`src/rtl/typed_integer_alu_unit_defines.svh`:
```
// Assertion macros for the RTL.
`ifndef TYPED_INTEGER_ALU_UNIT_DEFINES_SVH
`define TYPED_INTEGER_ALU_UNIT_DEFINES_SVH

// Same-cycle implication.
`define TIA_ASSERT_NOW(label, ante, cons, msg) \
    label: assert property (@(posedge i_clk) disable iff (!i_rst_n) (ante) |-> (cons)) \
        else $error(msg);

// Next-cycle implication.
`define TIA_ASSERT_NEXT(label, ante, cons, msg) \
    label: assert property (@(posedge i_clk) disable iff (!i_rst_n) (ante) |=> (cons)) \
        else $error(msg);

`endif

```
`src/rtl/tia_pkg.sv`:
```
`default_nettype none
package tia_pkg;

    typedef enum logic [3:0] {
        OP_ADD, OP_SUB, OP_MUL, OP_DIV, OP_MOD, OP_AND, OP_OR, OP_XOR,
        OP_SHL, OP_SHR, OP_EQ, OP_NEQ, OP_LT, OP_GT, OP_LTEQ, OP_GTEQ
    } t_op;

    localparam logic [3:0] VT_INT  = 4'd8;
    localparam logic [3:0] VT_UINT = 4'd9;
    localparam logic       CFG_INT  = 1'b0;
    localparam logic       CFG_UINT = 1'b1;

    typedef struct packed {
        t_op  op;
        logic w64;
        logic sgn;
        logic tok;
        logic fault;
        logic negq;
        logic negr;
    } t_ctrl;

    function automatic logic [63:0] fit_word(input logic [63:0] v, input logic [1:0] wc,
                                             input logic sgn);
        logic [63:0] r;
        r = v;
        unique case (wc)
            2'd0: r = {{56{sgn & v[7]}}, v[7:0]};
            2'd1: r = {{48{sgn & v[15]}}, v[15:0]};
            2'd2: r = {{32{sgn & v[31]}}, v[31:0]};
            2'd3: r = v;
        endcase
        return r;
    endfunction

endpackage
`default_nettype wire

```
`src/rtl/tia_div_cell.sv`:
```
`default_nettype none
module tia_div_cell (
    input  wire logic           i_clk,
    input  wire logic           i_rst_n,
    input  wire logic           i_en,
    input  wire logic           i_valid,
    input  wire tia_pkg::t_ctrl i_ctrl,
    input  wire logic [63:0]    i_den,
    input  wire logic [63:0]    i_rem,
    input  wire logic [63:0]    i_quo,
    input  wire logic [63:0]    i_alt,
    output logic                o_valid,
    output tia_pkg::t_ctrl      o_ctrl,
    output logic [63:0]         o_den,
    output logic [63:0]         o_rem,
    output logic [63:0]         o_quo,
    output logic [63:0]         o_alt
);

    logic [64:0] n_shift;
    logic        n_ge;
    logic [64:0] n_diff;

    always_comb begin
        n_shift = {i_rem, i_quo[63]};
        n_ge    = n_shift >= {1'b0, i_den};
        n_diff  = n_shift - {1'b0, i_den};
    end

    always_ff @(posedge i_clk) begin
        if (!i_rst_n) begin
            o_valid <= 1'b0;
        end else if (i_en) begin
            o_valid <= i_valid;
        end
        if (i_en) begin
            o_ctrl <= i_ctrl;
            o_den  <= i_den;
            o_rem  <= n_ge ? n_diff[63:0] : n_shift[63:0];
            o_quo  <= {i_quo[62:0], n_ge};
            o_alt  <= i_alt;
        end
    end

endmodule
`default_nettype wire

```
`config.mk`:
```
export PLATFORM = sky130hd
export DESIGN_NAME = tia_div_cell
export DESIGN_NICKNAME = d
export VERILOG_FILES = /design/src/rtl/typed_integer_alu_unit_defines.svh /design/src/rtl/tia_pkg.sv /design/src/rtl/tia_div_cell.sv
export SDC_FILE = /design/constraint.sdc
export NUM_CORES = 1
export LEC_CHECK = 0
export ABC_AREA = 1
export BUFFER_PORTS_ARGS = -buffer_cell sky130_fd_sc_hd__buf_2
export CAP_MARGIN = 10
export CORE_AREA = 5 5 206 208
export DETAILED_ROUTE_END_ITERATION = 6
export DIE_AREA = 0 0 211 213
export PLACE_DENSITY = 0.64
export SETUP_SLACK_MARGIN = 0.2
export SLEW_MARGIN = 10
export SYNTH_ARGS = -nofsm -noshare
export SYNTH_HDL_FRONTEND = slang
export SYNTH_SLANG_ARGS = --single-unit
```
`constraint.sdc`:
```
create_clock -name i_clk -period 2.7 [get_ports i_clk]
set_input_delay 0.135 -clock i_clk [delete_from_list [all_inputs] [get_ports i_clk]]
set_output_delay 0.135 -clock i_clk [all_outputs]
set_load 0.01 [all_outputs]
```
* Yosys cells after proc, flatten, opt, wreduce, memory -nomap -nowiden *
Index checks and enable logic that the tools add are counted.

word-level totals
  bits in registers = 267
  word-level logic and storage cells = 15
  input bits = 270

cells by class
  $add $sub $neg = 1
  magnitude comparators = 1
  muxes and demuxes = 1

operators by type and width
  cell              number
  $ge A65 B64 Y1    1
  $mux W64          1
  $sub A64 B64 Y64  1

* Depth between registers and ports, before layout *
Gate-level depths: netlist of the first run.

  depth in word-level cells = 2
  mapped depth = 18
  mapped depth without buffers = 16

* Least setup slack after synthesis of the first run *
No wires, ideal clock.

  path type = input to register
  start = input port i_den[56]
  end = register o_rem[3], data pin
  path slack = 0.739 ns
  stages on the path = 14
  arrival = 1.708 ns
  data required time = 2.447 ns
  buffers on the path = 2
  path through = inv_1 ha_1 nand2_1 inv_1 a21oi_2 inv_1 o21ai_1 nand3_2 nor2_4 nand2_4 buf_12 buf_12 nand2_2 nand2_1

on the way
  word-level cells in the longest chain between the ends = 2

RTL lines
  element               line                text
  from (decl)           tia_div_cell.sv:8   input wire logic [63:0] i_den,
  $ge A65 B64 Y1        tia_div_cell.sv:26  n_ge = n_shift >= {1'b0, i_den};
  $mux W64              tia_div_cell.sv:39  o_rem <= n_ge ? n_diff[63:0] : n_shift[63:0];
  to (signal assigned)  tia_div_cell.sv:39
  to (decl)             tia_div_cell.sv:15  output logic [63:0] o_rem,

No other way between the ends.
A chain may end at the register's enable or synchronous reset.

* Worst setup path in the final report of the first run *
  start = input port i_den[60]
  end = register o_rem[33], data pin

The elaborated chain is that of the path after synthesis.

==> results of run 1 <==
flip-flops by register name, summed over array words and instances, names as in the netlist:
signal and count:
o_alt 64, o_ctrl 10, o_den 64, o_quo 64, o_rem 64, o_valid 1
critical path, cell delays in order:
cell and delay, ps:
dlygate4sd3_1 540, buf_2 140, inv_2 60, ha_4 200, buf_4 150, a21o_1 190, nor2_2 110, nor2_1 50
nor2_1 130, buf_4 140, nand3_2 90, nor2_4 280, nand2_4 190, buf_12 190, nand3_1 100, nand2_1 60
layout make-up:
cell class | instances | area, um2 | area share (%)
clock inverters | 18 | 198 | 0.854
diodes | 5 | 12.5 | 0.0541
multi-input cells | 1164 | 6060 | 26.2
clock buffers | 38 | 832 | 3.60
well taps | 532 | 666 | 2.88
inverters | 400 | 1500 | 6.49
flip-flops and latches | 267 | 8010 | 34.6
repair buffers | 850 | 5860 | 25.3
Yosys cell counts (all sizes together) (6+ instances only):
| cell type | instances | share of area (%) |
|---|---|---|
| nand2 | 702 | 18 |
| nand4 | 6 | 0.24 |
| xor2 | 30 | 1.7 |
| edfxtp | 266 | 52 |
| buf | 14 | 0.80 |
| nand3b | 16 | 0.78 |
| a21oi | 46 | 1.6 |
| nor3 | 10 | 0.36 |
| inv | 398 | 9.7 |
| nand3 | 144 | 4.8 |
| nor4 | 6 | 0.24 |
| o21ai | 8 | 0.26 |
| nor2 | 122 | 3.6 |
| ha | 64 | 5.2 |
metal layers:
metal  track usage, %  vias up  wire [um]
li1                 -     7516          -
met1             36.4     7268      28400
met2             49.2      602      32900
met3             5.35      143       4400
met4             11.6        0       3300
met5                0        -          0
power by group:
group          switching, uW  leakage, uW  internal (uW)
logic                   2000      0.00857           1310
clock network           1790     0.000487           2480
registers                139      0.00261           5050
final timing paths:
check,cells after the start,to,slack (ps),start
worst max-delay path,16,o_rem[33]$_DFFE_PP_,250,i_den[60]
worst min-delay path,1,o_quo[28]$_DFFE_PP_,30,i_en
worst max register to register,3,o_valid$_SDFFE_PN0P_,1460,o_valid$_SDFFE_PN0P_
worst min register to register,3,o_valid$_SDFFE_PN0P_,1150,o_valid$_SDFFE_PN0P_
what timing repair did:
| action | CTS | global route |
|---|---|---|
| buffers inserted | 0 | 6 |
| resized for setup | 0 | 83 |
| hold buffers | 267 | 0 |
| endpoints found under the hold margin | 266 | 0 |
| endpoints found under the setup margin | 0 | 64 |
cells by family (layout without fill, tap and decap cells):
logic type | count (synthesis) | count (layout) | synth area share (%)
AO/OA/AOI/OAI | 55 | 55 | 1.88
XOR/XNOR | 31 | 31 | 1.77
adder cells (fa/ha/maj) | 65 | 65 | 5.34
buffers and inverters | 419 | 1306 | 10.7
flip-flops | 267 | 267 | 52.1
other | 0 | 5 | 0
AND/OR/NAND/NOR | 1012 | 1013 | 28.2
metrics by stage:
step / hold WS, ps / instance area, um2 / worst slack, ps / util [%] / cells
finish: 30.7 / 23100 / 251 / 57.3 / 3274
detailed placement: 313 / 19000 / 93.2 / 47.0 / 2937
global placement: 313 / 19000 / 62.2 / 47.0 / 2937
global route: 42.6 / 23100 / 171 / 57.3 / 3273
CTS: 35.7 / 22700 / 216 / 56.1 / 3260
floorplan: 228 / 15400 / 739 / - / 1849
==> qor.txt, run 1 <==
outcome: finished, final reports clean
Rows: 74
PD cells: 552 nW/um2
Crit. End Element: flop
clk buf depth: 3
Slew Viols, Final: 0
H-tree Lvls: 1
number of antenna violations at the first check in global routing: 4
asr flop ratio synth: 0%
Mapped Avg Cell Area: 8.31 um2
Synth Cell Area: 15,400 um2
Slew headroom: 63.5%
die footprint: 44,900 um2
unrepaired setup endpoints after global routing: false
Worst EP arrival: 2770 ps
Antenna Violating Nets Remaining: 0
grt total ovfl: 0
Final Cycle Share: 90.7%
CP startpoint kind: input pin
final setup skew: 0 ps
HP Class: input pin to flop
share of layout cells above drive strength 1: 29.5%
drt first pass iters: 5
GRT Util Overall: 28.9%
CP required: 3020 ps
Final min period: 2450 ps
Clock Sinks: 267
most common cell after layout, fill and taps aside: nand2_1
max-cap check violation count: 0
via count: 15,500
synth unique cells: 34
die span in x: 211 um
number of port buffers: 536
post-layout total power: 12,800 uW
Initial DRC Count: 1,006
routability cong.: 0.946
maximum VDD drop: 0.428 mV
Starting Density: 38.1%
final wirelength: 69,000 um
final-layout fill cell count: 3,645
Remaining DRCs: 0
register area share after synthesis: 52.1%
crit path max fanout: 6
Tightest Pin Transition: 547 ps
Max Fclk: 408 MHz
Wirelength per Cell: 21.1 um
I/O pins: 537
Worst-Skew Late Latency: 570 ps
CP Class: input pin to flop
warnings from Yosys: 0
Core Footprint: 40,400 um2
clk root buf: clkbuf_16
CTS tree: built
Area Overhead vs Synth: 50.6%
#FFs+latches synth: 267
highest-count cells in the layout ignoring fill and taps: nand2_1, buf_2, inv_1
Net Count, Synth: 2,184
CTS Buf Count: 30
number of synthesized flops with an enable pin: 266
Avg Vias per Cell: 4.74
clock slew at reported path FFs: 70 ps
top_reg_cell synth: edfxtp_1
largest net degree at the start of global routing: 64
wire length of the first global-routing pass: 97,500 um
DP HPWL: 53,500 um
vias in the first global route: 15,800
Setup TNS: 0 ps
Post-Synthesis Cells: 1,849
Hold Vio Cnt, Final: 0
Pleak: 0.0117 uW
die height: 213 um
final setup vio count: 0
# nets final: 3,048
(Power assumes the default switching activity.)
==> run 2: changes to the inputs <==
--- a/config.mk
+++ b/config.mk
@@ -9,8 +9,8 @@
 export BUFFER_PORTS_ARGS = -buffer_cell sky130_fd_sc_hd__buf_2
 export CAP_MARGIN = 10
-export CORE_AREA = 5 5 206 208
+export CORE_AREA = 2 2 209 211
 export DETAILED_ROUTE_END_ITERATION = 6
 export DIE_AREA = 0 0 211 213
-export PLACE_DENSITY = 0.64
+export PLACE_DENSITY = 0.61
 export SETUP_SLACK_MARGIN = 0.2
 export SLEW_MARGIN = 10
==> constraint.sdc (replaced) <==
create_clock -name i_clk -period 2.7 [get_ports i_clk]
set_input_delay 0.54 -clock i_clk [delete_from_list [all_inputs] [get_ports i_clk]]
set_output_delay 0.54 -clock i_clk [all_outputs]
set_load 0.01 [all_outputs]
==> run 2 against run 1 <==
  * Via count is 4.4% lower
  * First-iteration DRC count is 4.9% higher
  * Clock skew did not move
  * Setup slack gained 33 ps
  * Die area is the same
  * Sequential cell count stayed put
  * Cell count down 2.9%
  * Non-clock buffer count decreased by 105
  * Global-route usage is 1.1 points lower
==> qor.txt, run 2 (synthesis results as in run 1) <==
DP HPWL: 53,800 um (was 53,500 um)
die footprint: 44,900 um2 (unchanged)
most common cell after layout, fill and taps aside: nand2_1 (unchanged)
vias in the first global route: 14,600 (was 15,800)
CTS tree: built (unchanged)
Final Non-Filler Cells: 3,180 (was 3,274)
power share of the combinational group: 25.8% (was 25.9%)
unrepaired setup endpoints after global routing: true (was false)
Avg Vias per Cell: 4.67 (was 4.74)
grt total ovfl: 0 (unchanged)
number of port buffers: 536 (unchanged)
Sw Share: 30.7% (was 30.8%)
clk root buf: clkbuf_16 (unchanged)
I/O pins: 537 (unchanged)
Int Pwr: 8530 uW (was 8840 uW)
Flop pwr share: 42.1% (was 40.6%)
dpl cells: 3,119 (was 2,937)
hold path depth: 1 (unchanged)
Worst EP arrival: 2750 ps (was 2770 ps)
CP startpoint kind: input pin (unchanged)
clock share of power: 32.1% (was 33.5%)
final setup vio count: 0 (unchanged)
Remaining DRCs: 0 (unchanged)
Worst R2R Setup Slack: 2050 ps (was 1460 ps)
Final Cycle Share: 89.5% (was 90.7%)
Hold WS: 120 ps (was 30.7 ps)
Max Fclk: 414 MHz (was 408 MHz)
Initial DRC Count: 1,055 (was 1,006)
# nets final: 2,942 (was 3,048)
Slew Viols, Final: 0 (unchanged)
Tightest Pin Transition: 536 ps (was 547 ps)
Slowest-stage cell, CP: ha_1 (was dlygate4sd3_1)
Hold Path Origin: i_alt[61] (was i_en)
H-tree Lvls: 1 (unchanged)
CTS Buf Count: 30 (unchanged)
drt first pass iters: 5 (unchanged)
Worst setup startpoint: i_den[50] (was i_den[60])
# hold bufs at CTS: 0 (was 267)
number of antenna violations at the first check in global routing: 21 (was 4)
maximum VDD drop: 0.487 mV (was 0.428 mV)
Wirelength per Cell: 20.4 um (was 21.1 um)
largest net degree at the start of global routing: 63 (was 64)
Crit. End Element: flop (unchanged)
Core Footprint: 42,700 um2 (was 40,400 um2)
clk buf depth: 3 (unchanged)
Worst-Skew Late Latency: 570 ps (about the same)
clock slew at reported path FFs: 70 ps (about the same)
Hold Vio Cnt, Final: 0 (unchanged)
final wirelength: 64,800 um (was 69,000 um)
share of layout cells above drive strength 1: 33.7% (was 29.5%)
worst reg2reg path depth: 2 (was 3)
Clock Sinks: 267 (unchanged)
Starting Density: 36.0% (was 38.1%)
Pleak: 0.0113 uW (was 0.0117 uW)
via count: 14,900 (was 15,500)
die span in x: 211 um (unchanged)
final setup skew: 0 ps (unchanged)
Area Overhead vs Synth: 38.4% (was 50.6%)
pre-CTS setup slack: -415 ps (was 93.2 ps)
crit path max fanout: 29 (was 6)
CP required: 3030 ps (was 3020 ps)
wire length of the first global-routing pass: 91,400 um (was 97,500 um)
final-layout fill cell count: 4,231 (was 3,645)
HP Class: input pin to flop (unchanged)
P_sw: 3780 uW (was 3930 uW)
critical path, cell by cell: buf_2 -> inv_1 -> ha_1 -> nand2_1 -> nand2_1 -> a21oi_2 -> nor2_1 -> o21ai_2 -> nand3_2 -> nor2_4 -> nand2_4 -> buf_12 -> nand2_2 -> nand2_1 (was dlygate4sd3_1 -> buf_2 -> inv_2 -> ha_4 -> buf_4 -> a21o_1 -> nor2_2 -> nor2_1 -> nor2_1 -> buf_4 -> nand3_2 -> nor2_4 -> nand2_4 -> buf_12 -> nand3_1 -> nand2_1)
Slew headroom: 64.3% (was 63.5%)
Worst R2R Start: o_valid$_SDFFE_PN0P_ (unchanged)
routability cong.: 0.952 (was 0.946)
Rows: 76 (was 74)
highest-count cells in the layout ignoring fill and taps: nand2_1, buf_2, inv_1 (unchanged)
Final min period: 2420 ps (was 2450 ps)
CP max stage delay: 380 ps (was 540 ps)
Antenna Violating Nets Remaining: 0 (unchanged)
die height: 213 um (unchanged)
CP Class: input pin to flop (unchanged)
min setup slack post-route: 284 ps (was 251 ps)
GRT Util Overall: 27.7% (was 28.9%)
CP most frequent cell: nand2_1
post-layout total power: 12,300 uW (was 12,800 uW)
critical path endpoint: o_rem[15]$_DFFE_PP_ (was o_rem[33]$_DFFE_PP_)
r2r endpoint: o_valid$_SDFFE_PN0P_ (unchanged)
outcome: finished, final reports clean (unchanged)
max-cap check violation count: 0 (unchanged)
PD cells: 579 nW/um2 (was 552 nW/um2)
==> run 2: power by group through the flow <==
stage               clock, uW  sequential (uW)  combinational, uW
detailed placement          0             5260               3150
finish                   3940             5180               3180
floorplan                   0             5460               1250
global placement            0             5270               3130
global route             4160             5220               3470
CTS                      4040             5190               3170
==> run 2: cell type report <==
class / count / area, um2 / share of cell area [%]
clock buffer: 36 / 773 / 3.64
sequential: 267 / 8010 / 37.7
timing repair buffer: 745 / 4390 / 20.7
tap: 546 / 683 / 3.21
antenna: 6 / 15.0 / 0.0706
multi-input combinational: 1163 / 5730 / 26.9
clock inverter: 17 / 160 / 0.753
inverter: 400 / 1500 / 7.06
==> run 2: critical path, delay by kind of cell <==
family	cells	cell delay, ps
compound gates	2	440
fa+ha+maj	1	380
buf+inv	3	350
simple gates	8	970
==> run 2: per-layer routing <==
layer  track usage [%]  vias up  routed length, um
met2              47.0      518              30600
met3              6.74      105               4940
li1                  -     7308                  -
met5                 0        -                179
met1              35.4     6896              27200
met4              7.53       26               1840
==> run 2: stage by stage <==
step / instance area (um2) / setup TNS (ps) / utilization, %
5_1_grt: 21300 / 0 / 49.8
3_5_place_dp: 20300 / -18970 / 47.5
4_1_cts: 21200 / 0 / 49.6
3_3_place_gp: 20300 / -17800 / 47.5
6_report: 21300 / 0 / 49.8
2_1_floorplan: 15400 / 0 / -
==> run 2: worst min path at each step <==
stage / slack, ps / end
6_report: 120 / o_alt[61]$_DFFE_PP_
5_1_grt: 100 / o_quo[22]$_DFFE_PP_
4_1_cts: 90 / o_quo[22]$_DFFE_PP_
3_5_place_dp: 540 / o_valid$_SDFFE_PN0P_
3_3_place_gp: 530 / o_valid$_SDFFE_PN0P_
2_1_floorplan: 560 / o_valid$_SDFFE_PN0P_
==> run 2: what timing repair did <==
action | in CTS | in global routing
gates resized for setup | 0 | 4
hold endpoints to repair | 0 | 0
setup endpoints to repair | 0 | 39
setup buffers | 0 | 1
